===== src/rtl/pdfd_ram.sv =====
// Generic single-write, single-read RAM with registered read data.
// No dependencies.
`default_nettype none

module pdfd_ram #(
   parameter int WIDTH = 8,
   parameter int DEPTH = 16
) (
   input  logic                     clock,
   input  logic                     wr_en,
   input  logic [$clog2(DEPTH)-1:0] wr_addr,
   input  logic [WIDTH-1:0]         wr_data,
   input  logic [$clog2(DEPTH)-1:0] rd_addr,
   output logic [WIDTH-1:0]         rd_data
);

   logic [WIDTH-1:0] mem_ff [DEPTH];
   logic [WIDTH-1:0] rd_data_ff;

   always_ff @(posedge clock) begin
      if (wr_en) begin
         mem_ff[wr_addr] <= wr_data;
      end
      rd_data_ff <= mem_ff[rd_addr];
   end

   assign rd_data = rd_data_ff;

endmodule

`default_nettype wire


===== config.mk =====
export PLATFORM = sky130hd
export DESIGN_NAME = pdfd_ram
export DESIGN_NICKNAME = d
export VERILOG_FILES = /design/src/rtl/pdfd_ram.sv
export SDC_FILE = /design/constraint.sdc
export NUM_CORES = 1
export LEC_CHECK = 0
export ABC_AREA = 1
export BUFFER_PORTS_ARGS = -buffer_cell sky130_fd_sc_hd__buf_2
export CORE_MARGIN = 10
export CORE_UTILIZATION = 30
export DETAILED_ROUTE_END_ITERATION = 10
export GPL_ROUTABILITY_DRIVEN = 0
export GPL_TIMING_DRIVEN = 0
export PLACE_DENSITY_LB_ADDON = 0.3
export SYNTH_ARGS = -nofsm -noshare
export SYNTH_HDL_FRONTEND = slang
export SYNTH_SLANG_ARGS = --single-unit
export TNS_END_PERCENT = 50

===== constraint.sdc =====
create_clock -name clock -period 1.9 [get_ports clock]
set_input_delay 0.19 -clock clock [delete_from_list [all_inputs] [get_ports clock]]
set_output_delay 0.19 -clock clock [all_outputs]
set_load 0.005 [all_outputs]

==> qor.txt <==
Worst Hold Path Cells = 1
nets@finish = 610
routed via count = 3,784
Syn Std Cell Area = 0.00577 mm²
Peak Freq = 767 MHz
Least-Margin Pin Slew = 1.01 ns
Syn Inst Count = 551
min cycle time layout = 1.30 ns
worst reg2reg path endpoint = rd_data[0]$_DFF_P_
Die ar. = 0.0252 mm²
share of cells above drive strength 1 = 12.3%
Peak VDD IR = 0.612 mV
post-DR vias/cell = 4.38
Total GRT Usage = 12.0%
Worst path max stage delay = 0.80 ns
Worst setup SP type = input pin
slowest CP cell = nor2_1
total leakage power = 2.86 nW
Routed Antenna Nets = 0
top cells by area, synth = edfxtp_1 67%, nand2_1 11%, nand3_1 8.4%, inv_1 6.5%, dfxtp_1 2.8%
area leader, netlist = edfxtp_1
Slew HR = 32.5%
Root Driver = clkbuf_16
worst-path fanout max = 8
drt first pass iters = 5
maxcap violations = 0
DR iter-0 viols = 452
worst-case clock buffer depth = 2
clk slew on worst S/H paths = 0.06 ns
Psw = 1.49 mW
Synthesized Nets = 569
WP data required = 1.94 ns
ant diodes = 0
Post-CTS Hold Buffers = 0
register area share after synthesis = 69.4%
Worst Path Arrival = 1.34 ns
number of global-route vias before repair = 3,751
worst path cell trace = buf_2 > nand3b_1 > nor2_1
worst reg2reg startpoint = mem_ff[14][0]$_DFFE_PP_
setup TNS = 0 ns
pin count of the biggest net entering global routing = 17
Setup Viol. Count Final = 0
Final Max Tran Viols = 0
fin util = 35.6%
status = finished clean
synth warn = 0
Crit Path Class = in2reg
Clock Skew = 0.00562 ns
Core ar. = 0.0188 mm²
Ports = 26
Worst setup EP type = flip-flop
Fin. Hold Viols = 0
clock latency on the worst-skew pair = 0.42 ns
DRC violations left = 0
post-CTS sizing = 0
wire per inst = 16.8 µm
count of input and output buffers = 22
Flop pwr share = 51.1%
switch share = 22.5%
Cell Area, Placed = 0.00620 mm²
register area = 0.00400 mm²
Hold EP = mem_ff[4][2]$_DFFE_PP_
Internal = 5.11 mW
Comb pwr share = 6.6%
die height = 159 µm
grt total ovfl = 0
final instance area = 0.00670 mm²
CTS sink count = 136
first-pass GRT wire length = 22,200 µm
Syn-to-layout area delta = 16.1%
fill cell count = 1,886
post-CTS setup buffer count = 0
Hold WS = 0.178 ns
min-delay src = wr_data[2]
final wirelength = 14,500 µm
multi-input logic area = 0.00121 mm²
Yosys cell types = 12
Final period util = 68.6%
CTS tree = built
clock share of power = 42.3%
PwrDens = 984 mW/mm²
Tot Pwr = 6.59 mW
HP Class = in2reg
Avg Cell Area, Syn = 10.5 µm²
initial antenna violation count = 0
Rows = 50
DP HPWL = 9580 µm
CTS Buf Count = 17
H-tree lvl count = 4
RSZ-0062 raised after global routing = false
Synth Register Bits = 136
DIE WIDTH = 159 µm
post-synth top area share = 66.7%
R2R cell count = 6
R2R setup slack = 0.86 ns
Initial Util = 30.6%
-- cells by family (layout without fill, tap and decap cells) --
family	Yosys count	in the layout	share of synthesized area [%]
buffers and inverters	126	179	9.52
flip-flops	136	136	69.4
AND/OR/NAND/NOR	289	289	21.0
-- area by class of cell --
cell class	instances	share of cell area, %
inverters	102	5.72
flip-flops and latches	136	59.8
well taps	260	4.86
clock buffers	19	6.46
multi-input cells	289	18.1
clock inverters	12	0.934
repair buffers	22	1.64
plain buffers	24	2.48
-- flip-flops by register name, indices dropped and copies added, names as in the netlist --
| register | cells |
|---|---|
| mem_ff | 128 |
| rd_data | 8 |
-- metal layers --
metal | part of all wire, % | vias to the layer above | global-route usage (%)
met5 | 0 | - | 0
met4 | 1.8 | 0 | 3.88
met3 | 6.0 | 20 | 3.08
met2 | 47 | 123 | 19.2
met1 | 45 | 1788 | 15.6
li1 | - | 1853 | -
-- metrics by stage --
step / setup WS, ns / cells
after detailed placement: 0.139 / 833
after CTS: 0.586 / 864
after global placement: 0.146 / 833
final: 0.597 / 864
after global routing: 0.522 / 864
after floorplan: 0.759 / 551
-- worst max-delay path by stage --
stage	slack [ns]	depth (start not counted)	endpoint	startpoint
2_1_floorplan	0.76	2	mem_ff[10][0]$_DFFE_PP_	wr_addr[2]
3_3_place_gp	0.15	3	mem_ff[6][3]$_DFFE_PP_	wr_addr[3]
3_5_place_dp	0.14	3	mem_ff[5][6]$_DFFE_PP_	wr_addr[3]
4_1_cts	0.59	3	mem_ff[5][3]$_DFFE_PP_	wr_addr[3]
5_1_grt	0.52	3	mem_ff[5][3]$_DFFE_PP_	wr_addr[3]
6_report	0.60	3	mem_ff[7][0]$_DFFE_PP_	wr_addr[3]
-- placed cells by master (no fill, tap or decap) --
cell and instances:
nand2_1 173, edfxtp_1 128, inv_1 100, nand3_1 97, buf_2 35, nor2_1 17
clkbuf_16 17, clkinv_2 8, dfxtp_1 8, buf_6 6, buf_4 4, inv_2 2
nand3b_1 2, clkinv_1 2, clkinvlp_4 2, clkbuf_1 2, buf_1 1
-- power groups by stage --
stage          Combinational, mW  Clock, mW  Sequential [mW]
6_report                   0.435       2.79             3.37
5_1_grt                    0.484       2.95             3.38
4_1_cts                    0.439       2.82             3.37
3_5_place_dp               0.437          0             3.43
3_3_place_gp               0.433          0             3.43
2_1_floorplan              0.237          0             3.43
-- cells in the mapped netlist --
cell	n
buf_1	1
buf_2	13
buf_4	4
buf_6	6
dfxtp_1	8
edfxtp_1	128
inv_1	100
inv_2	2
nand2_1	173
nand3_1	97
nand3b_1	2
nor2_1	17
-- worst max-delay path: cells and delay by family --
family	cells	cell delay (ns)
and+or+nand+nor	2	1.03
buffers and inverters	1	0.11
(Power assumes the default switching activity.)
