**src/rtl/pdfd_pkg.sv**
```systemverilog
// Types and constants of the particle deposition block.
// Used by the front end, the back end and the checker; no dependencies.
`default_nettype none

package pdfd_pkg;

   localparam int IDX_X_W = 9;
   localparam int IDX_W   = 8;
   localparam int WGT_W   = 25;
   localparam int VEL_W   = 32;
   localparam int CELL_W  = 48;
   localparam int DEN_W   = 47;
   localparam int WORD_W  = 4 * CELL_W;

   localparam logic [1:0] OP_DEPOSIT = 2'd0;
   localparam logic [1:0] OP_READ    = 2'd1;
   localparam logic [1:0] OP_CLEAR   = 2'd2;

   localparam logic [1:0] STATUS_DONE   = 2'd0;
   localparam logic [1:0] STATUS_ABSENT = 2'd1;
   localparam logic [1:0] STATUS_RANGE  = 2'd2;
   localparam logic [1:0] STATUS_SAT    = 2'd3;

   localparam logic [1:0] KIND_DEPOSIT = 2'd0;
   localparam logic [1:0] KIND_READ    = 2'd1;
   localparam logic [1:0] KIND_CLEAR   = 2'd2;
   localparam logic [1:0] KIND_REPORT  = 2'd3;

   typedef struct packed {
      logic [1:0]               kind;
      logic [1:0]               status;
      logic                     xlo;
      logic [IDX_X_W-1:0]       ix0;
      logic [IDX_X_W-1:0]       ix1;
      logic [IDX_W-1:0]         iy0;
      logic [IDX_W-1:0]         iy1;
      logic [IDX_W-1:0]         iz0;
      logic [IDX_W-1:0]         iz1;
      logic [WGT_W-1:0]         wx0;
      logic [WGT_W-1:0]         wx1;
      logic [WGT_W-1:0]         wy0;
      logic [WGT_W-1:0]         wy1;
      logic [WGT_W-1:0]         wz0;
      logic [WGT_W-1:0]         wz1;
      logic signed [VEL_W-1:0]  vx;
      logic signed [VEL_W-1:0]  vy;
      logic signed [VEL_W-1:0]  vz;
   } cmd_type;

endpackage

`default_nettype wire

```
**src/rtl/pdfd_front.sv**
```systemverilog
// Front end: takes requests, classifies them and builds queue commands.
// Depends on pdfd_pkg.
`default_nettype none

module pdfd_front #(
   parameter int GRID_X    = 16,
   parameter int GRID_Y    = 16,
   parameter int GRID_Z    = 16,
   parameter int FRAC_BITS = 16
) (
   input  logic               req_tvalid,
   output logic               req_tready,
   input  logic [1:0]         op,
   input  logic signed [20:0] pos_x,
   input  logic [19:0]        pos_y,
   input  logic [19:0]        pos_z,
   input  logic signed [31:0] vel_x,
   input  logic signed [31:0] vel_y,
   input  logic signed [31:0] vel_z,
   input  logic [4:0]         cell_x,
   input  logic [3:0]         cell_y,
   input  logic [3:0]         cell_z,
   input  logic signed [16:0] ghost_min,
   input  logic               queue_full,
   input  logic               init_busy,
   output logic               push,
   output pdfd_pkg::cmd_type  cmd
);

   localparam logic [31:0]        ONE     = 32'd1 << FRAC_BITS;
   localparam logic [31:0]        FMASK   = ONE - 32'd1;
   localparam logic signed [31:0] NEG_ONE = -(32'sd1 <<< FRAC_BITS);

   logic signed [31:0] xs;
   logic signed [31:0] gmin;
   logic [31:0]        ux;
   logic [31:0]        uy;
   logic [31:0]        uz;
   logic [31:0]        ixl;
   logic [31:0]        iyl;
   logic [31:0]        izl;
   logic [31:0]        iyn;
   logic [31:0]        izn;
   logic [31:0]        frx;
   logic [31:0]        fry;
   logic [31:0]        frz;
   logic [31:0]        wghost;
   logic               yz_out;

   assign req_tready = !queue_full && !init_busy;
   assign push       = req_tvalid && req_tready;

   always_comb begin
      xs     = 32'(pos_x);
      gmin   = 32'(ghost_min);
      ux     = xs;
      uy     = 32'(pos_y);
      uz     = 32'(pos_z);
      ixl    = ux >> FRAC_BITS;
      iyl    = uy >> FRAC_BITS;
      izl    = uz >> FRAC_BITS;
      iyn    = iyl + 32'd1;
      izn    = izl + 32'd1;
      frx    = ux & FMASK;
      fry    = uy & FMASK;
      frz    = uz & FMASK;
      wghost = xs + ONE;
      yz_out = (iyl >= 32'(GRID_Y)) || (izl >= 32'(GRID_Z));

      cmd      = '0;
      cmd.vx   = vel_x;
      cmd.vy   = vel_y;
      cmd.vz   = vel_z;
      cmd.iy0  = iyl[7:0];
      cmd.iy1  = (iyn == 32'(GRID_Y)) ? '0 : iyn[7:0];
      cmd.iz0  = izl[7:0];
      cmd.iz1  = (izn == 32'(GRID_Z)) ? '0 : izn[7:0];
      cmd.wy1  = fry[pdfd_pkg::WGT_W-1:0];
      cmd.wy0  = pdfd_pkg::WGT_W'(ONE - fry);
      cmd.wz1  = frz[pdfd_pkg::WGT_W-1:0];
      cmd.wz0  = pdfd_pkg::WGT_W'(ONE - frz);

      case (op)
         pdfd_pkg::OP_DEPOSIT: begin
            if (!pos_x[20]) begin
               if ((ixl >= 32'(GRID_X)) || yz_out) begin
                  cmd.kind   = pdfd_pkg::KIND_REPORT;
                  cmd.status = pdfd_pkg::STATUS_RANGE;
               end else begin
                  cmd.kind = pdfd_pkg::KIND_DEPOSIT;
                  cmd.ix0  = ixl[8:0];
                  cmd.ix1  = 9'(ixl + 32'd1);
                  cmd.wx1  = frx[pdfd_pkg::WGT_W-1:0];
                  cmd.wx0  = pdfd_pkg::WGT_W'(ONE - frx);
               end
            end else if ((xs >= gmin) && (xs >= NEG_ONE)) begin
               // ghost particle: only the upper x corners, all in plane zero
               if (yz_out) begin
                  cmd.kind   = pdfd_pkg::KIND_REPORT;
                  cmd.status = pdfd_pkg::STATUS_RANGE;
               end else begin
                  cmd.kind = pdfd_pkg::KIND_DEPOSIT;
                  cmd.xlo  = 1'b1;
                  cmd.wx1  = wghost[pdfd_pkg::WGT_W-1:0];
               end
            end else begin
               cmd.kind   = pdfd_pkg::KIND_REPORT;
               cmd.status = pdfd_pkg::STATUS_ABSENT;
            end
         end
         pdfd_pkg::OP_READ: begin
            if ((32'(cell_x) > 32'(GRID_X)) || (32'(cell_y) >= 32'(GRID_Y)) ||
                (32'(cell_z) >= 32'(GRID_Z))) begin
               cmd.kind   = pdfd_pkg::KIND_REPORT;
               cmd.status = pdfd_pkg::STATUS_RANGE;
            end else begin
               cmd.kind = pdfd_pkg::KIND_READ;
               cmd.ix0  = 9'(cell_x);
               cmd.iy0  = 8'(cell_y);
               cmd.iz0  = 8'(cell_z);
            end
         end
         pdfd_pkg::OP_CLEAR: begin
            cmd.kind = pdfd_pkg::KIND_CLEAR;
         end
         default: begin
            cmd.kind   = pdfd_pkg::KIND_REPORT;
            cmd.status = pdfd_pkg::STATUS_RANGE;
         end
      endcase
   end

endmodule

`default_nettype wire

```
**config.mk**
```make
export PLATFORM = sky130hd
export DESIGN_NAME = pdfd_front
export DESIGN_NICKNAME = d
export VERILOG_FILES = /design/src/rtl/pdfd_pkg.sv /design/src/rtl/pdfd_front.sv
export SDC_FILE = /design/constraint.sdc
export NUM_CORES = 1
export LEC_CHECK = 0
export ABC_AREA = 1
export BUFFER_PORTS_ARGS = -buffer_cell sky130_fd_sc_hd__clkbuf_2
export CORE_AREA = 8 8 184 186
export DETAILED_ROUTE_END_ITERATION = 7
export DIE_AREA = 0 0 192 194
export MAX_ROUTING_LAYER = met4
export PLACE_DENSITY = 0.44
export SYNTH_ARGS = -nofsm -noshare
export SYNTH_HDL_FRONTEND = slang
export SYNTH_SLANG_ARGS = --single-unit
```
**constraint.sdc**
```tcl
create_clock -name vclk -period 1.9
set_input_delay 0 -clock vclk [all_inputs]
set_output_delay 0 -clock vclk [all_outputs]
set_load 0.05 [all_outputs]
```
==> results of run 1 <==
[metrics by stage]
step / hold WS [ps] / worst slack, ps
5_1_grt: 0.0718 / -23.7
4_1_cts: 0.341 / 0.858
3_5_place_dp: 0.341 / -242
3_3_place_gp: 0.341 / -287
2_1_floorplan: 103 / -87.2
[kinds of logic after synthesis]
kind of cell / synth area share
AOI/OAI and AO/OA: 0.0549
xor gates and xnor gates: 0.0740
and+or+nand+nor: 0.260
muxes: 0.0184
buffers and inverters: 0.489
adders and majority gates: 0.102
other: 0.00102
[timing repair]
action	in CTS	in global routing
gates resized for setup	70	88
setup endpoints to repair	29	35
cloned	1	0
pin swaps	18	44
setup buffers	4	5
[layer usage]
layer and GRT usage:
met5 -, met1 0.0930, met4 0.0178, met2 0.176
met3 0.0300
==> results.yml, run 1 <==
run_status:
  status: "aborted with a tool error"
  stop_stage: "detailed routing"
  firstError: "[ERROR DRT-0255] Maze Route cannot find path of net vel_z[8] in worker of routeBox ( 144900 96600 ) ( 192000 144900 )."
global_route:
  grt_pass1_vias: 4279
  grt_usage: 0.0938
  grt_pass1_wl_mm: 26.2
  grt_max_degree: 14
  antenna_found_initial: 2
  grt.overflow.total: 0
synth:
  synth_top_area_cell: "buf_4"
  synth.top_cells.by_area: "buf_4 (40%), ha_1 (10%), inv_1 (8.3%)"
  ys_seq_area_frac: 0
  synth_top_area_frac: 0.399
  syn_inst: 590
  post-synth-top-count-cell: "buf_4"
  synthTopCellsByCount: "buf_4 (195), inv_1 (81), nor2_1 (72), nand2_1 (67), ha_1 (30)"
  syn_area_sq_um: 3670
  yosysWarnings: 0
  syn_area_per_cell_sq_um: 6.22
  synth_cell_types: 32
placed_design:
  dp_cells: 1160
  placement.cell_area_sq_um: 5480
  gp_congestion: 0.776
  hpwl_mm: 17.0
  io_buffers: 241
floorplan:
  start_util: 0.118
  ios: 495
  die_w_um: 192
  num_rows: 65
  die_h_um: 194
clock_tree:
  cts_hold_buf: 0
sta:
  crit_endpoint: "cmd[204]"
  worst_endpoint_kind: "primary output"
==> inputs of run 2 (changes only) <==
--- a/config.mk
+++ b/config.mk
@@ -7,11 +7,10 @@
 export LEC_CHECK = 0
 export ABC_AREA = 1
 export BUFFER_PORTS_ARGS = -buffer_cell sky130_fd_sc_hd__clkbuf_2
-export CORE_AREA = 8 8 184 186
+export CORE_AREA = 8 8 187 189
 export DETAILED_ROUTE_END_ITERATION = 7
-export DIE_AREA = 0 0 192 194
-export MAX_ROUTING_LAYER = met4
-export PLACE_DENSITY = 0.44
+export DIE_AREA = 0 0 195 197
+export PLACE_DENSITY_LB_ADDON = 0.15
 export SYNTH_ARGS = -nofsm -noshare
 export SYNTH_HDL_FRONTEND = slang
 export SYNTH_SLANG_ARGS = --single-unit
==> run 2 against run 1 <==
The flow now finishes without violations. Global-route usage is 0.49 points lower. Synthesized cell count stayed put. Area after synthesis stayed put.
==> results.yml, run 2 <==
run_status:
  status: "completed"
placed_design:
  hpwl_mm: 17.4
  io_buffers: 241
  gp_congestion: 0.742
global_route:
  antenna_found_initial: 1
  grt_pass1_wl_mm: 26.4
  grt_max_degree: 17
  grt.overflow.total: 0
  grt_pass1_vias: 4183
  grt_usage: 0.0889
floorplan:
  start_util: 0.115
  dieArea_sq_um: 38400
  ios: 495
  die_h_um: 197
  die_w_um: 195
  num_rows: 66
  core-area_sq_um: 32000
synth:
  syn_area_per_cell_sq_um: 6.22
  synth-simple-area-share: 0.260
  ys_seq_area_frac: 0
  synth_top_area_cell: "buf_4"
  yosys.area_share.xor_xnor: 0.0740
  syn_inst: 590
  synth.top_cells.by_area: "buf_4 (40%), ha_1 (10%), inv_1 (8.3%)"
  yosysWarnings: 0
  synth_compound_area_frac: 0.0549
  synth_top_family_by_area: "buffers and inverters"
  synth_top_area_frac: 0.399
  synthTopCellsByCount: "buf_4 (195), inv_1 (81), nor2_1 (72), nand2_1 (67), ha_1 (30)"
  yosys.area_share.adder: 0.102
  synthMuxAreaShare: 0.0184
  post-synth-top-count-cell: "buf_4"
  synth_cell_types: 32
  syn_area_sq_um: 3670
finish:
  clkbuf_count: 0
  antenna_cells: 0
  drive_gt1_frac: 0.522
  layout_common_cells: "clkbuf_2 (181), inv_1 (76), conb_1 (62)"
  fin_nets: 984
  seq_area_sq_um: 0
  area_growth_pct: 61.0
  seq_cells: 0
  mostFrequentLayoutCell: "clkbuf_2"
setup_path:
  critPathCapture: "cmd[210]"
  timing.critical_path.fanout_max: 8
  worstPathCellList: "buf_2 -> ha_4 -> nand2_4 -> buf_6 -> nor2_2 -> nand2_1 -> nor2_1 -> nand2_1 -> nand3_1 -> nand2_1 -> nand3_2 -> nand2_2 -> nand2_4 -> nand2_8 -> nor2_2 -> buf_12"
  crit_path_start_kind: "input port"
  slowest_delay_ps: 280
  critPathLaunch: "pos_x[8]"
  path_class: "in -> out"
  worst_setup_path_end_kind: "output port"
  critical_path_arrival_ps: 1770
  cp_top_family: "simple AND/OR/NAND/NOR gates"
  crit_cells: 16
  cp.required_ps: 1900
  timing.critical_path.buf_inv: 3
  cp_slowest_cell: "ha_4"
  crit_top_cell: "nand2_1"
detailed_routing:
  num_vias: 3912
  firstDrtPassIters: 4
  avgRoutedWirePerCell_um: 16.2
  wl_mm: 18.9
  drtIter0Drc: 98
  drtAntennaViolNets: 0
  drc: 0
  vias_per_cell: 3.35
sta:
  fmaxAchievable_mhz: 565
  rsz0062_at_grt: "true"
  fin_crit_ps: 1770
  timing.hold.ws_ps: 0.0193
  fin_crit_sh: 0.932
  slew_viol_final: 0
  setup_viol: 0
  hold_violations: 0
power_and_ir_drop:
  clkPwrFrac: 0
  power_switching_mw: 1.33
  internal-power_mw: 0.548
  swShare: 0.708
  p_leak_nw: 2.97
  p_per_area_nw_per_um2: 318
  p_comb_frac: 1.000
  vdd_drop_max_uv: 154
  finalPower_mw: 1.88
  seq_power_share: 0
worst_hold_path:
  hp-class: "in -> out"
clock_tree:
  cts_hold_buf: 0
run:
  maxCapViolations: 0
## run 2: metrics by stage
stage	cells	cell area, sq um	utilization	setup TNS, ps	setup WS [ps]
6_report	1168	5910	0.184	0	129
3_5_place_dp	1164	5440	0.170	-2850	-188
4_1_cts	1164	5500	0.172	-3.48	-3.48
2_1_floorplan	651	3950	-	-436	-87.2
5_1_grt	1168	5910	0.184	-191	-20.4
3_3_place_gp	1164	5440	0.170	-3080	-179
## run 2: final cells by class
class	count	area, sq um
fill	3714	26100
inverter	82	320
multi-input combinational	372	2540
tap	408	510
timing repair buffer	306	2540
## run 2: power groups by stage
| stage | Combinational, mW | Clock, mW | Sequential [mW] |
|---|---|---|---|
| 2_1_floorplan | 1.81 | 0 | 0 |
| 3_3_place_gp | 1.78 | 0 | 0 |
| 3_5_place_dp | 1.77 | 0 | 0 |
| 4_1_cts | 1.79 | 0 | 0 |
| 5_1_grt | 2.00 | 0 | 0 |
| 6_report | 1.88 | 0 | 0 |
## run 2: what timing repair did
action,CTS,global route
buffers inserted,0,3
pin swaps,2,27
setup endpoints to repair,28,36
hold endpoints to repair,0,0
gates resized for setup,16,83
cloned,0,1
## run 2: cells by family (layout without fill, tap and decap cells)
kind of cell             Yosys count  count (layout)
AO/OA/AOI/OAI                     35              35
XOR/XNOR                          31              31
other                              1              62
multiplexers                       6               6
buffers and inverters            280             388
adder cells (fa/ha/maj)           30              30
AND/OR/NAND/NOR                  207             208
## run 2: worst min-delay path by stage
stage / start / end / slack, ps / depth (start not counted)
4_1_cts: vel_z[14] / cmd[14] / 0.3 / 0
3_5_place_dp: vel_z[14] / cmd[14] / 0.3 / 0
2_1_floorplan: pos_z[15] / cmd[137] / 100 / 1
3_3_place_gp: vel_z[14] / cmd[14] / 0.3 / 0
5_1_grt: vel_x[23] / cmd[87] / 0.07 / 0
6_report: vel_z[6] / cmd[6] / 0.02 / 0
## run 2: metal layers
layer,vias to the layer above,GRT usage,wire length [um]
li1,1925,-,-
met1,1712,0.0832,6330
met2,233,0.171,9900
met3,40,0.0428,2160
met4,2,0.0222,480
met5,-,0,10
(Power assumes the default switching activity.)
