<file path="src/rtl/pdfd_fifo.sv">
// Two-entry queue between the front end and the back end.
// No dependencies.
`default_nettype none

module pdfd_fifo #(
   parameter int WIDTH = 8
) (
   input  logic             clock,
   input  logic             reset,
   input  logic             push,
   input  logic [WIDTH-1:0] push_data,
   input  logic             pop,
   output logic [WIDTH-1:0] head,
   output logic             full,
   output logic             empty
);

   logic [WIDTH-1:0] entry_ff [2];
   logic             wr_ptr_ff;
   logic             wr_ptr_in;
   logic             rd_ptr_ff;
   logic             rd_ptr_in;
   logic [1:0]       count_ff;
   logic [1:0]       count_in;

   always_comb begin
      wr_ptr_in = push ? ~wr_ptr_ff : wr_ptr_ff;
      rd_ptr_in = pop ? ~rd_ptr_ff : rd_ptr_ff;
      count_in  = count_ff + 2'(push) - 2'(pop);
   end

   always_ff @(posedge clock) begin
      if (reset) begin
         wr_ptr_ff <= 1'b0;
         rd_ptr_ff <= 1'b0;
         count_ff  <= 2'd0;
      end else begin
         wr_ptr_ff <= wr_ptr_in;
         rd_ptr_ff <= rd_ptr_in;
         count_ff  <= count_in;
      end
   end

   always_ff @(posedge clock) begin
      if (push) begin
         entry_ff[wr_ptr_ff] <= push_data;
      end
   end

   assign head  = entry_ff[rd_ptr_ff];
   assign full  = count_ff[1];
   assign empty = (count_ff == 2'd0);

endmodule

`default_nettype wire

</file>
<file path="config.mk">
export PLATFORM = sky130hd
export DESIGN_NAME = pdfd_fifo
export DESIGN_NICKNAME = d
export VERILOG_FILES = /design/src/rtl/pdfd_fifo.sv
export SDC_FILE = /design/constraint.sdc
export NUM_CORES = 1
export LEC_CHECK = 0
export BUFFER_PORTS_ARGS = -buffer_cell sky130_fd_sc_hd__buf_4
export CAP_MARGIN = 20
export CORE_AREA = 2 2 45 47
export DETAILED_ROUTE_END_ITERATION = 10
export DIE_AREA = 0 0 47 49
export PLACE_DENSITY = 0.68
export SLEW_MARGIN = 20
export SYNTH_ARGS = -nofsm -noshare
export SYNTH_HDL_FRONTEND = slang
export SYNTH_SLANG_ARGS = --single-unit
</file>
<file path="constraint.sdc">
create_clock -name clock -period 1.7 [get_ports clock]
set_clock_uncertainty 0.2 [all_clocks]
set_input_delay 0.17 -clock clock [delete_from_list [all_inputs] [get_ports clock]]
set_output_delay 0.17 -clock clock [all_outputs]
set_load 0.01 [all_outputs]
</file>
==> reports/metrics.yaml, run 1 <==
worst_setup_path:
  cp_common_cell: "dlygate4sd3_1"
  crit_chain: "dlygate4sd3_1, buf_4, xnor2_1, nor2_1, dlygate4sd3_1"
  worstPathArrival_ps: 1620
  crit_path_start_kind: "input port"
  slowest_delay_ps: 540
  path_class: "input port to register"
  cp.required_ps: 1690
  r2r_slack_ps: 280
  critPathCaptureType: "register"
  crit_fanout: 2
  worst_path_max_delay_cell: "dlygate4sd3_1"
die:
  core-area_um2: 1840
  initial_utilization_pct: 42.7
  dieArea_um2: 2300
  dieWidth_um: 47
  num_rows: 16
  dieHeight_um: 49
  io_pins: 22
cells_and_area:
  drive_above_1_share_pct: 42.7
  nets: 97
  num_antenna_cells: 0
  areaGrowthSynthToFinish_pct: 43.6
  nFillCells: 163
  regArea_um2: 582
  multiInputGateArea_um2: 193
yosys:
  synthArstFlopShare_pct: 0
  synth_edf_count: 16
  post-synth-top-area-cell: "edfxtp_1"
  synth_top_area_share_pct: 61.1
  synth_mux_area_share_pct: 11.5
  synth_xor_area_share_pct: 5.10
  ys_ff_latch: 21
  synth-adder-area-share_pct: 3.18
  synth-simple-area-share_pct: 4.78
  syn_inst: 45
  syn_area_per_cell_um2: 17.5
  yosys_warnings: 0
  ys_seq_area_share_pct: 73.9
  synth.most_common_cell: "edfxtp_1"
  netlist_top_cells_area: "edfxtp_1 (61%), dfxtp_1 (13%), mux2_2 (11%)"
  synth_compound_area_share_pct: 0
  ys.flop_type: "edfxtp_1"
  synth_top_family_by_area: "multiplexers"
  synth_cell_types: 11
  netlist_area_um2: 786
  synth_nets: 59
  synthTopCellsByCount: "edfxtp_1 (16), mux2_2 (8), dfxtp_1 (5), nor2_1 (5)"
pwr:
  ir_drop_mv: 0.558
  p_leak_nw: 0.453
  power.density_nw_per_um2: 941
  power.total_mw: 1.06
cts:
  worstSkewPairLatency_ps: 290
  cts_buffers: 3
  cts_setup_buffers: 0
  cts_tree: "built"
  cts.sinks: 21
  cts-root-buf: "clkbuf_4"
  cts.htree.levels: 1
  cts.path.max_buffers: 2
  clkTransAtPathRegs_ps: 110
route:
  drt_iter0_drc: 3
  routed_wl_mm: 1.19
  antenna_left: 0
  wl_per_cell_um: 10.9
  dr_total_vias: 444
  drtPass1Iterations: 2
  avgViaCountPerCell: 4.07
  drcViolationCount: 0
timing:
  fmax_ghz: 0.614
  hold_viol: 0
  rsz0062_at_grt: "no"
  fin_crit_ps: 1630
  tightestPinTransition_ps: 371
  period_share_pct: 95.8
  setup_viol: 0
  slew_headroom_pct: 75.3
  drv_slew: 0
  tns_ps: 0
placed_design:
  numPortBuffers: 21
  gp_congestion: 0.668
job:
  maxCapViolCount: 0
global_routing:
  track_usage_pct: 12.1
  grt_overflow: 0
  grt_pass1_wl_mm: 1.90
  grt_max_degree: 13
  grt_pass1_vias: 477
  grt_antenna_before_repair: 0
outcome:
  status: "complete, no violations"
hold_path:
  hold_class: "register to register"
==> worst max-delay path, delay by kind of cell <==
| kind | cells | cell delay, ps |
|---|---|---|
| buffers and inverters | 3 | 1220 |
| XOR/XNOR | 1 | 170 |
| AND/OR/NAND/NOR | 1 | 50 |
==> final cells by class <==
type	instances	share of cell area, %
sequential	21	51.6
tap	27	2.99
inverter	2	0.665
multi-input combinational	21	17.1
timing repair buffer	34	25.3
clock buffer	3	2.00
clock inverter	1	0.443
==> sequential cells by signal, summed over array words and instances, names as in the netlist, named ones only <==
signal	count
count_ff	2
entry_ff	16
rd_ptr_ff	1
wr_ptr_ff	1
==> through the flow <==
| stage | hold slack (ps) | utilization, % | cell area, um2 | std cells | setup slack [ps] |
|---|---|---|---|---|---|
| finish | 335 | 61.3 | 1130 | 109 | 70.8 |
| detailed placement | 158 | 53.2 | 980 | 93 | 284 |
| global placement | 156 | 53.2 | 980 | 93 | 283 |
| global route | 378 | 61.3 | 1130 | 109 | 21.9 |
| floorplan | 41.6 | - | 786 | 45 | 381 |
| CTS | 341 | 61.3 | 1130 | 109 | 57.9 |
==> path summary, 6_finish.rpt <==
path,start,endpoint,depth (start not counted)
max,pop,register,5
min,rd_ptr_ff,rd_ptr_ff,2
max reg2reg,rd_ptr_ff,register,3
min reg2reg,rd_ptr_ff,rd_ptr_ff,2
==> cells by family (layout without fill, tap and decap cells) <==
| family | after synthesis | after routing |
|---|---|---|
| xor+xnor | 3 | 3 |
| fa+ha+maj | 2 | 2 |
| buf+inv | 3 | 40 |
| flops | 21 | 21 |
| mux | 8 | 8 |
| simple gates | 8 | 8 |
==> where the power goes <==
part	switching, mW	internal (mW)	leakage, nW
registers	0.0224	0.596	0.192
logic	0.0760	0.137	0.244
clock network	0.143	0.0875	0.0177
==> metal layers <==
| metal | track usage, % | share of wire, % |
|---|---|---|
| met5 | 0 | 0 |
| met1 | 14.0 | 41 |
| met3 | 4.07 | 4.5 |
| met2 | 18.7 | 53 |
| met4 | 6.94 | 1.1 |
==> layout by cell type, fill, tap and decap left out <==
master	instances
buf_4	22
xnor3_1	1
clkbuf_4	3
mux2_2	8
clkinv_2	1
xnor2_1	2
nor2b_1	2
edfxtp_1	16
dlygate4sd3_1	12
dfxtp_2	1
inv_1	2
dfxtp_1	4
and2_1	1
nor2_1	5
ha_1	2
==> repair_timing <==
item,4_1_cts,5_1_grt
gates resized for setup,1,0
endpoints found under the setup margin,8,0
hold buffers,12,0
hold endpoints to repair,21,0
Note: power is estimated with default switching activity, not from simulation.
==> run 2: changes to the inputs <==
--- a/config.mk
+++ b/config.mk
@@ -5,12 +5,13 @@
 export SDC_FILE = /design/constraint.sdc
 export NUM_CORES = 1
 export LEC_CHECK = 0
+export ABC_AREA = 1
 export BUFFER_PORTS_ARGS = -buffer_cell sky130_fd_sc_hd__buf_4
 export CAP_MARGIN = 20
-export CORE_AREA = 2 2 45 47
+export CORE_AREA = 2 2 46 48
 export DETAILED_ROUTE_END_ITERATION = 10
-export DIE_AREA = 0 0 47 49
-export PLACE_DENSITY = 0.68
+export DIE_AREA = 0 0 48 50
+export PLACE_DENSITY = 0.69
 export SLEW_MARGIN = 20
 export SYNTH_ARGS = -nofsm -noshare
 export SYNTH_HDL_FRONTEND = slang
==> reports/metrics.yaml, run 2 <==
cts:
  cts.path.max_buffers: 2  # unchanged
  cts-root-buf: "clkbuf_4"  # unchanged
  cts_buffers: 3  # unchanged
  worstSkewPairLatency_ps: 290  # about the same
  cts_tree: "built"  # unchanged
  cts_setup_buffers: 0  # unchanged
  cts.sinks: 21  # unchanged
  cts.htree.levels: 1  # unchanged
  clkTransAtPathRegs_ps: 110  # about the same
global_routing:
  grt_overflow: 0  # unchanged
  track_usage_pct: 12.3  # was 12.1%
  grt_antenna_before_repair: 0  # unchanged
  grt_pass1_wl_mm: 1.98  # was 1.90 mm
  grt_pass1_vias: 478  # was 477
  grt_max_degree: 13  # unchanged
route:
  routed_wl_mm: 1.33  # was 1.19 mm
  drtPass1Iterations: 2  # unchanged
  dr_total_vias: 503  # was 444
  drt_iter0_drc: 3  # unchanged
  wl_per_cell_um: 11.1  # was 10.9 um
  antenna_left: 0  # unchanged
  avgViaCountPerCell: 4.19  # was 4.07
  drcViolationCount: 0  # unchanged
timing:
  timing.hold.ws_ps: 327  # was 335 ps
  setup_viol: 0  # unchanged
  period_share_pct: 95.8  # about the same
  rsz0062_at_grt: "no"  # unchanged
  hold_viol: 0  # unchanged
  tns_ps: 0  # unchanged
  fin_crit_ps: 1630  # about the same
  tightestPinTransition_ps: 340  # was 371 ps
  slew_headroom_pct: 77.3  # was 75.3%
  drv_slew: 0  # unchanged
  fmax_ghz: 0.614  # about the same
yosys:
  synth-simple-area-share_pct: 6.17  # was 4.78%
  synth_top_family_by_area: "multiplexers"  # unchanged
  post-synth-top-area-cell: "edfxtp_1"  # unchanged
  ys_seq_area_share_pct: 69.8  # was 73.9%
  synth-adder-area-share_pct: 3.01  # was 3.18%
  synth_cell_types: 12  # was 11
  synth_compound_area_share_pct: 0.602  # was 0%
  syn_inst: 55  # was 45
  synthArstFlopShare_pct: 0  # unchanged
  synthTopCellsByCount: "edfxtp_1 (16), inv_1 (8), mux2_4 (8)"  # was edfxtp_1 (16), mux2_2 (8), dfxtp_1 (5), nor2_1 (5)
  netlist_area_um2: 832  # was 786 um2
  synth_top_area_share_pct: 57.7  # was 61.1%
  ys.flop_type: "edfxtp_1"  # unchanged
  synth_xor_area_share_pct: 1.05  # was 5.10%
  syn_area_per_cell_um2: 15.1  # was 17.5 um2
  netlist_top_cells_area: "edfxtp_1 (58%), mux2_4 (14%), dfxtp_1 (12%)"  # was edfxtp_1 (61%), dfxtp_1 (13%), mux2_2 (11%)
  synth_nets: 69  # was 59
  ys_ff_latch: 21  # unchanged
  synth_edf_count: 16  # unchanged
  synth.most_common_cell: "edfxtp_1"  # unchanged
  yosys_warnings: 0  # unchanged
  synth_mux_area_share_pct: 14.4  # was 11.5%
worst_setup_path:
  worstPathArrival_ps: 1630  # was 1620 ps
  critPathCaptureType: "register"  # unchanged
  crit_start: "pop"  # unchanged
  crit_path_start_kind: "input port"  # unchanged
  cp.required_ps: 1700  # was 1690 ps
  worst_path_max_delay_cell: "dlygate4sd3_1"  # unchanged
  crit_fanout: 2  # unchanged
  slowest_delay_ps: 530  # was 540 ps
  timing.rr.start: "count_ff[0]"  # was rd_ptr_ff
  path_class: "input port to register"  # unchanged
  worst-path-buf-inv: 4  # was 3
  crit_chain: "dlygate4sd3_1, buf_4, ha_1, inv_1, ha_1, inv_1, nand2_1, a21oi_1, nor2_1"  # was dlygate4sd3_1, buf_4, xnor2_1, nor2_1, dlygate4sd3_1
  critPathTopFamily: "buffers and inverters"  # unchanged
pwr:
  ir_drop_mv: 0.581  # was 0.558 mV
  switchingPower_uw: 242  # was 241 uW
  p_seq_share_pct: 57.7  # was 58.3%
  p_leak_nw: 0.517  # was 0.453 nW
  combinationalPowerShare_pct: 20.4  # was 20.0%
  p_sw_share_pct: 23.1  # was 22.7%
  power.density_nw_per_um2: 886  # was 941 nW/um2
  clock_power_share_pct: 21.9  # was 21.7%
  p_int_uw: 803  # was 820 uW
die:
  dieHeight_um: 50  # was 49 um
  initial_utilization_pct: 43.8  # was 42.7%
  dieArea_um2: 2400  # was 2300 um2
  num_rows: 16  # unchanged
  io_pins: 22  # unchanged
  core-area_um2: 1900  # was 1840 um2
  dieWidth_um: 48  # was 47 um
placed_design:
  post-place-cells: 104  # was 93
  numPortBuffers: 21  # unchanged
  gp_congestion: 0.665  # was 0.668
cells_and_area:
  nFillCells: 157  # was 163
  nets: 108  # was 97
  multiInputGateArea_um2: 210  # was 193 um2
  top_register: "entry_ff"  # unchanged
  reg_top3: "entry_ff x16, count_ff x2"  # unchanged
  layout.cells.non_filler: 120  # was 109
  areaGrowthSynthToFinish_pct: 41.7  # was 43.6%
  drive_above_1_share_pct: 37.6  # was 42.7%
  largest_register_ff_count: 16  # unchanged
  final_cell_mix: "buf_4 (22), edfxtp_1 (16), dlygate4sd3_1 (12)"  # unchanged
  final_common_cell: "buf_4"  # unchanged
  regArea_um2: 581  # was 582 um2
  num_antenna_cells: 0  # unchanged
outcome:
  status: "complete, no violations"  # unchanged
hold_path:
  min_from: "rd_ptr_ff"  # unchanged
  hold_class: "register to register"  # unchanged
job:
  maxCapViolCount: 0  # unchanged
## run 2: changes by cell type after synthesis, sizes merged
cell / previous run / this run
inv: 2 / 8
nand2: 0 / 4
nor2: 5 / 7
nor2b: 2 / 0
a21oi: 0 / 1
and2: 1 / 0
nand3: 0 / 1
nor3: 0 / 1
xnor2: 2 / 1
xnor3: 1 / 0
## run 2: layer usage
metal  vias up  GRT usage, %  routed length [um]
met5         -             0                   0
met4         0          4.05                  16
met3         2          3.66                  71
met2        18          23.6                 733
met1       221          11.1                 511
li1        262             -                   -
## run 2: path summary, 6_finish.rpt
check / cells past startpoint / slack, ps / to
hold reg to reg: 2 / 330 / rd_ptr_ff
setup / recovery: 9 / 70 / count_ff[1]
hold / removal: 2 / 330 / rd_ptr_ff
setup reg to reg: 8 / 230 / count_ff[1]
## run 2: area by class of cell
type | count | share of cell area, %
well taps | 27 | 2.87
inverters | 8 | 2.55
flip-flops and latches | 21 | 49.3
repair buffers | 35 | 25.2
clock inverters | 1 | 0.425
clock buffers | 3 | 1.91
multi-input cells | 25 | 17.8
## run 2: power groups by stage
| stage | clock [mW] | sequential, mW | combinational, mW |
|---|---|---|---|
| floorplan | 0 | 0.613 | 0.107 |
| global placement | 0 | 0.612 | 0.185 |
| detailed placement | 0 | 0.614 | 0.190 |
| CTS | 0.237 | 0.603 | 0.214 |
| global route | 0.264 | 0.606 | 0.236 |
| finish | 0.229 | 0.602 | 0.213 |
## run 2: logic make-up (layout without fill, tap and decap cells)
| logic type | after synthesis | in the layout |
|---|---|---|
| flip-flops | 21 | 21 |
| buffers and inverters | 9 | 47 |
| AND/OR/NAND/NOR | 13 | 13 |
| AO/OA/AOI/OAI | 1 | 1 |
| XOR/XNOR | 1 | 1 |
| adder cells (fa/ha/maj) | 2 | 2 |
| multiplexers | 8 | 8 |
## run 2: worst reg2reg max path: stages, from the launching register on
cell and delay, ps:
dfxtp_1 350, inv_1 40, ha_1 260, inv_1 40, ha_1 180, inv_1 50
nand2_1 60, a21oi_1 130, nor2_1 70
## run 2: per-stage QoR
step / area, um2 / setup slack (ps) / util (%) / power [mW]
finish: 1180 / 71.4 / 62.0 / 1.04
global route: 1180 / 13.3 / 62.0 / 1.11
CTS: 1170 / 52.2 / 61.8 / 1.05
detailed placement: 1030 / 229 / 54.0 / 0.804
global placement: 1030 / 294 / 54.0 / 0.797
floorplan: 832 / 326 / - / 0.720
## run 2: what timing repair did
item                                    CTS  global route
resized for setup                         0             1
hold endpoints to repair                 21             0
endpoints found under the setup margin    0             5
hold buffers                             12             0
